[config.mk]
export PLATFORM = sky130hd
export DESIGN_NAME = fdc_div
export DESIGN_NICKNAME = d
export VERILOG_FILES = /design/src/design/fdc_pkg.sv /design/src/design/fdc_div.sv
export SDC_FILE = /design/constraint.sdc
export NUM_CORES = 1
export LEC_CHECK = 0
export ABC_AREA = 1
export BUFFER_PORTS_ARGS = -buffer_cell sky130_fd_sc_hd__buf_4
export CAP_MARGIN = 25
export CORE_AREA = 8 8 88 90
export CTS_BUF_LIST = sky130_fd_sc_hd__clkbuf_8
export DETAILED_ROUTE_END_ITERATION = 16
export DIE_AREA = 0 0 96 98
export HOLD_SLACK_MARGIN = 0.05
export PLACE_DENSITY = 0.8
export SETUP_SLACK_MARGIN = 0.3
export SYNTH_ARGS = -nofsm -noshare
export SYNTH_HDL_FRONTEND = slang
export SYNTH_SLANG_ARGS = --single-unit
[constraint.sdc]
create_clock -name clk -period 2.35 [get_ports clk]
set_clock_uncertainty 0.15 [all_clocks]
set_input_delay 0.1175 -clock clk [delete_from_list [all_inputs] [get_ports clk]]
set_output_delay 0.1175 -clock clk [all_outputs]
set_load 0.01 [all_outputs]
[src/design/fdc_pkg.sv]
// Shared constants for the factorial divisor counter.
package fdc_pkg;
	localparam int unsigned MaxN = 65536;
	localparam int FLAG_AW = $clog2(MaxN);
	localparam int N_W = 16;
	localparam int OUT_W = 30;
	localparam logic [OUT_W-1:0] MODULUS = 30'd1000000007;

	// divider request/response between sequencer and shared divider
	typedef struct packed {
		logic            start;
		logic [N_W-1:0]  dividend;
		logic [N_W:0]    divisor;
	} div_req_t;

	typedef struct packed {
		logic            done;
		logic [N_W-1:0]  quotient;
	} div_rsp_t;
endpackage

[src/design/fdc_div.sv]
// Shared restoring divider, one quotient bit per cycle.
module fdc_div import fdc_pkg::*; (
	input  logic     clk,
	input  logic     arst_n,
	input  div_req_t req,
	output div_rsp_t rsp
);
	localparam int CW = $clog2(N_W + 1);
	logic [N_W-1:0] quo_q;
	logic [N_W:0]   rem_q, den_q;
	logic [CW-1:0]  cnt_q;
	logic           busy_q, done_q;
	logic [N_W+1:0] trial;

	assign trial = {rem_q, quo_q[N_W-1]} - {1'b0, den_q};

	// step counter, busy flag and done strobe for the shift-subtract steps
	always_ff @(posedge clk or negedge arst_n) begin
		if (!arst_n) begin
			busy_q <= 1'b0;
			done_q <= 1'b0;
			cnt_q  <= '0;
		end else begin
			done_q <= 1'b0;
			if (req.start) begin
				busy_q <= 1'b1;
				cnt_q  <= CW'(N_W);
			end else if (busy_q) begin
				cnt_q <= cnt_q - 1'b1;
				if (cnt_q == CW'(1)) begin
					busy_q <= 1'b0;
					done_q <= 1'b1;
				end
			end
		end
	end

	always_ff @(posedge clk) begin
		if (req.start) begin
			quo_q <= req.dividend;
			rem_q <= '0;
			den_q <= req.divisor;
		end else if (busy_q) begin
			if (!trial[N_W+1]) begin
				rem_q <= trial[N_W:0];
				quo_q <= {quo_q[N_W-2:0], 1'b1};
			end else begin
				rem_q <= {rem_q[N_W-1:0], quo_q[N_W-1]};
				quo_q <= {quo_q[N_W-2:0], 1'b0};
			end
		end
	end

	assign rsp.done     = done_q;
	assign rsp.quotient = quo_q;
endmodule

Yosys cells after proc, flatten, opt, wreduce, memory -nomap -nowiden:

Cells that the tools add are included.

* output and inout port bits: 17
* word-level logic and storage cells: 22
* register bits: 57
* bits of input ports: 36

* muxes and demuxes: 12
* equal/unequal tests: 1
* reduce and logical (&&, ||, !) cells: 1
* $add $sub $neg: 2

Operators by type and width (count)
* 2-to-1 mux 16 bit: 2
* subtractor 18 x 17 -> 18 bit: 1
* 2-to-1 mux 17 bit: 1
* 2-to-1 mux 5 bit: 2
* 2-to-1 mux 1 bit: 7
* == test 5 x 1 -> 1 bit (second input constant): 1
* subtractor 5 x 1 -> 5 bit (second input constant): 1
* nonzero test 2 bit: 1

Longest topological paths before layout:

* word-level depth: 4
* mapped depth: 16
* mapped depth without buffers: 16

Worst setup path before layout:

OpenSTA, ideal clock, no wires.

* path type: reg2reg
* start: register quo_q[15]
* end: register rem_q[14]
* arrival: 1.793 ns
* path buffers: 0
* slack: 0.294 ns
* cell stages (with the launch flop): 16
* path through: edfxtp_1 > inv_1 > ha_1 > fa_1 > inv_1 > nand3_1 > nand2_1 > nand2_1 > nand2_1 > nand2_1 > nand3_1 > nand2_1 > inv_1 > nand2_1 > nand3_1 > nand2_1

* longest elaborated chain between the ends: 2

RTL lines
* start: declaration: line fdc_div.sv:9 `logic [N_W-1:0] quo_q;`
* start signal: assignment: line fdc_div.sv:40 `quo_q <= req.dividend;`
* start signal: assignment: line fdc_div.sv:46 `quo_q <= {quo_q[N_W-2:0], 1'b1};`
* start signal: assignment: line fdc_div.sv:49 `quo_q <= {quo_q[N_W-2:0], 1'b0};`
* subtractor 18 x 17 -> 18 bit: line fdc_div.sv:15 `assign trial = {rem_q, quo_q[N_W-1]} - {1'b0, den_q};`
* 2-to-1 mux 17 bit: line fdc_div.sv:44 `if (!trial[N_W+1]) begin`
* end signal: assignment: line fdc_div.sv:45 `rem_q <= trial[N_W:0];`
* end signal: assignment: line fdc_div.sv:48 `rem_q <= {rem_q[N_W-1:0], quo_q[N_W-1]};`
* end: declaration: line fdc_div.sv:10 `logic [N_W:0] rem_q, den_q;`

No other way between the ends.
A chain may end at the register's enable or synchronous reset.

Worst setup path after layout:

* start: register den_q[10]
* end: register rem_q[3]

* longest elaborated chain between the ends: 2

RTL lines
* start: declaration: line fdc_div.sv:10
* start signal: assignment: line fdc_div.sv:42 `den_q <= req.divisor;`
* subtractor 18 x 17 -> 18 bit: line fdc_div.sv:15
* 2-to-1 mux 17 bit: line fdc_div.sv:44

No other way between the ends.

==> reports/metrics.yaml <==
ys_seq_elements: 57
io_pins: 53
yosys_warnings: 0
whs_path_depth: 2
critPathBufInv: 2
r2r_cells: 15
synth_area_per_cell_um2: 7.29
drt_wl_total_mm: 13.3
yosysMostFrequentCell: "nand2_1"
path_class: "reg2reg"
remaining_drc_errors: 0
synth-compound-area-share_pct: 2.53
cp-start-kind: "flop"
synth_top_family_by_area: "simple AND/OR/NAND/NOR gates"
worst_path_max_delay_cell: "edfxtp_1"
required_ns: 2.43
final_nets: 667
h-tree-depth: 3
grt-ovfl-total: 0
finalNonFillerCells: 696
synth_top_area_share_pct: 27.4
dieArea_um2: 9410
clk_latency_ns: 0.35
p_leak_nw: 2.70
place.gp.congestion: 0.871
grt_pass1_vias: 3930
clk_pin_slew_ns: 0.08
reg2reg_slack_ns: 0.06
diodes: 0
cts_tree: "yes"
dp_hpwl_mm: 6.53
synth_edf_count: 33
fmax_mhz: 437
grt_max_degree: 32
clock_sinks: 57
ys_seq_area_share_pct: 41.7
synth_common_cells: "nand2_1 (191), inv_1 (92), nand3_1 (51)"
antenna_found_initial: 0
crit_top_cell: "nand2_2"
min_to: "rem_q[0]$_SDFFE_PP0P_"
syn_inst: 495
dpl.cell_count: 625
synthDistinctLibCells: 34
die_h_um: 98
num_vias: 4078
crit_chain: "inv_2, ha_4, nand2_2, nand2_2, nand2_2, nand2_2, nand2_2, nand2_2, nor2_4, buf_4, nand3_4, nand2_4, nand2_1, nand3_1, nand2_1"
synthesis.area_um2: 3610
synth_area_leaders: "edfxtp_1 (27%), nand2_1 (20%), inv_1 (9.6%)"
cts_buffer_depth: 2
rr_startpoint: "den_q[10]$_DFFE_PP_"
synth.net_count: 551
worstMarginPinSlew_ns: 0.545
dr.pass1.iters: 5
min_period_ns: 2.29
slew_headroom_pct: 63.5
ys_async_sr_fraction_pct: 12.3
die_x_um: 96
cts_made_buffers: 9
routedWlPerCell_um: 19.1
min_from: "rem_q[0]$_SDFFE_PP0P_"
io_buffers: 52
yosys.area_share.simple_pct: 35.0
synth_adder_area_share_pct: 7.14
rows: 30
via_per_inst: 5.86
fin_tns_setup_ns: 0
worstPathArrival_ns: 2.37
muxShareOfSynthArea_pct: 0
status: "finished, final reports clean"
drt_iter0_markers: 479
worstPathMaxFanout: 5
yosysTopAreaCell: "edfxtp_1"
endpoint_kind: "flop"
drive_gt1_share_pct: 30.0
drtAntennaViolNets: 0
ys.flop_type: "edfxtp_1"
synth_xor_area_share_pct: 1.94
worst_ir_drop_vdd_v: 0.000817
fin_crit_sh_pct: 97.4
cpLargestDelayFamily: "simple AND/OR/NAND/NOR gates"
grt_use_total_pct: 24.4
critPathMaxStageDelay_ns: 0.39
cellPowerDensity_nw_per_um2: 994
r2r-end: "rem_q[3]$_SDFFE_PP0P_"
core_area_um2: 6490
cts_root_buf: "clkbuf_8"
hold_class: "reg2reg"
final_hold_viol_count: 0
fillCellCount: 317
finalMaxSlewViolations: 0
area.growth.synth_to_final_pct: 46.2
cap_viol_max_count: 0
rsz0062_at_grt: "yes"
setup_viol: 0
start_util_pct: 55.6
grt_pass1_wl_mm: 18.2
## routing by layer
metal  wire, um  vias to the layer above  track usage [%]  share of wire (%)
li1           -                     1775                -                  -
met1       4780                     1904             27.1                 36
met2       6550                      322             39.4                 49
met3       1380                       77             7.90                 10
met4        595                        0             13.7                4.5
met5          0                        -                0                  0
## power by group
part	internal, mW	leakage [nW]	switching (mW)
sequential	1.25	0.568	0.205
clock	0.704	0.115	0.450
combinational	1.07	2.02	1.56
total	3.03	2.70	2.22
## logic make-up (layout without fill, tap and decap cells)
kind of cell	after synthesis	count (layout)
and+or+nand+nor	287	289
AOI/OAI and AO/OA	18	18
DFF	57	57
buffers and inverters	105	224
xor gates and xnor gates	8	8
adders and majority gates	20	20
## cell type report
type	instances	area, um2	share of cell area (%)
multi-input cells	335	2110	40.0
flip-flops and latches	57	1510	28.6
repair buffers	112	955	18.1
inverters	96	360	6.82
clock buffers	9	124	2.35
clock inverters	7	119	2.25
well taps	80	100	1.90
## stage by stage
stage | power, mW | setup WS, ns | util, % | hold slack, ns | cell area (um2)
finish | 5.25 | 0.0603 | 81.3 | 0.351 | 5280
global route | 5.46 | 0.00199 | 81.3 | 0.342 | 5280
CTS | 4.67 | 0.278 | 77.5 | 0.325 | 5030
detailed placement | 3.15 | 0.0645 | 63.1 | -0.215 | 4100
global placement | 3.11 | 0.120 | 63.1 | -0.217 | 4100
floorplan | 2.70 | 0.312 | - | -0.328 | 3610
## flip-flops by register name (all words and copies together) (netlist names)
register	flops
busy_q	1
cnt_q	5
den_q	17
done_q	1
quo_q	16
rem_q	17
## tightest hold or removal path, cell delays in order, from the launching register on
cell     delay (ns)
dfxtp_1        0.34
nand2_1        0.08
nand2_1        0.04
## worst max-delay path by stage
stage                         from                endpoint  slack, ns  cells after the start
2_1_floorplan  quo_q[15]$_DFFE_PP_  rem_q[16]$_SDFFE_PP0P_       0.31                     15
3_3_place_gp   den_q[12]$_DFFE_PP_      quo_q[0]$_DFFE_PP_       0.12                     12
3_5_place_dp   den_q[12]$_DFFE_PP_      quo_q[0]$_DFFE_PP_       0.06                     12
4_1_cts        den_q[12]$_DFFE_PP_  rem_q[14]$_SDFFE_PP0P_       0.28                     14
5_1_grt        den_q[10]$_DFFE_PP_   rem_q[2]$_SDFFE_PP0P_      0.002                     15
6_report       den_q[10]$_DFFE_PP_   rem_q[3]$_SDFFE_PP0P_       0.06                     15
## cell usage in the layout (no fill, tap or decap), drive strengths merged, types with 2 or more instances in the layout
cell         netlist  routed
ha                19      19
nor2              19      19
o21ai              6       6
bufinv             0       3
a21oi             11      11
inv               95      95
clkinv             1       3
dfrtp              7       7
and2               3       3
edfxtp            33      33
xnor2              6       6
dfxtp             17      17
xor2               2       2
dlygate4sd3        0      36
nand4              4       4
nand2            200     202
buf                5      76
nor3               3       3
clkbuf             4       9
clkinvlp           0       2
nand3             55      55
## repair_timing
item                       in CTS  in global routing
pin swaps                      22                 18
gates resized for setup        52                 39
buffers inserted                7                 10
setup endpoints to repair      18                 18
gates cloned                    0                  2
hold buffers                   36                  0
hold endpoints to repair       46                  0
Note: power is estimated with default switching activity, not from simulation.
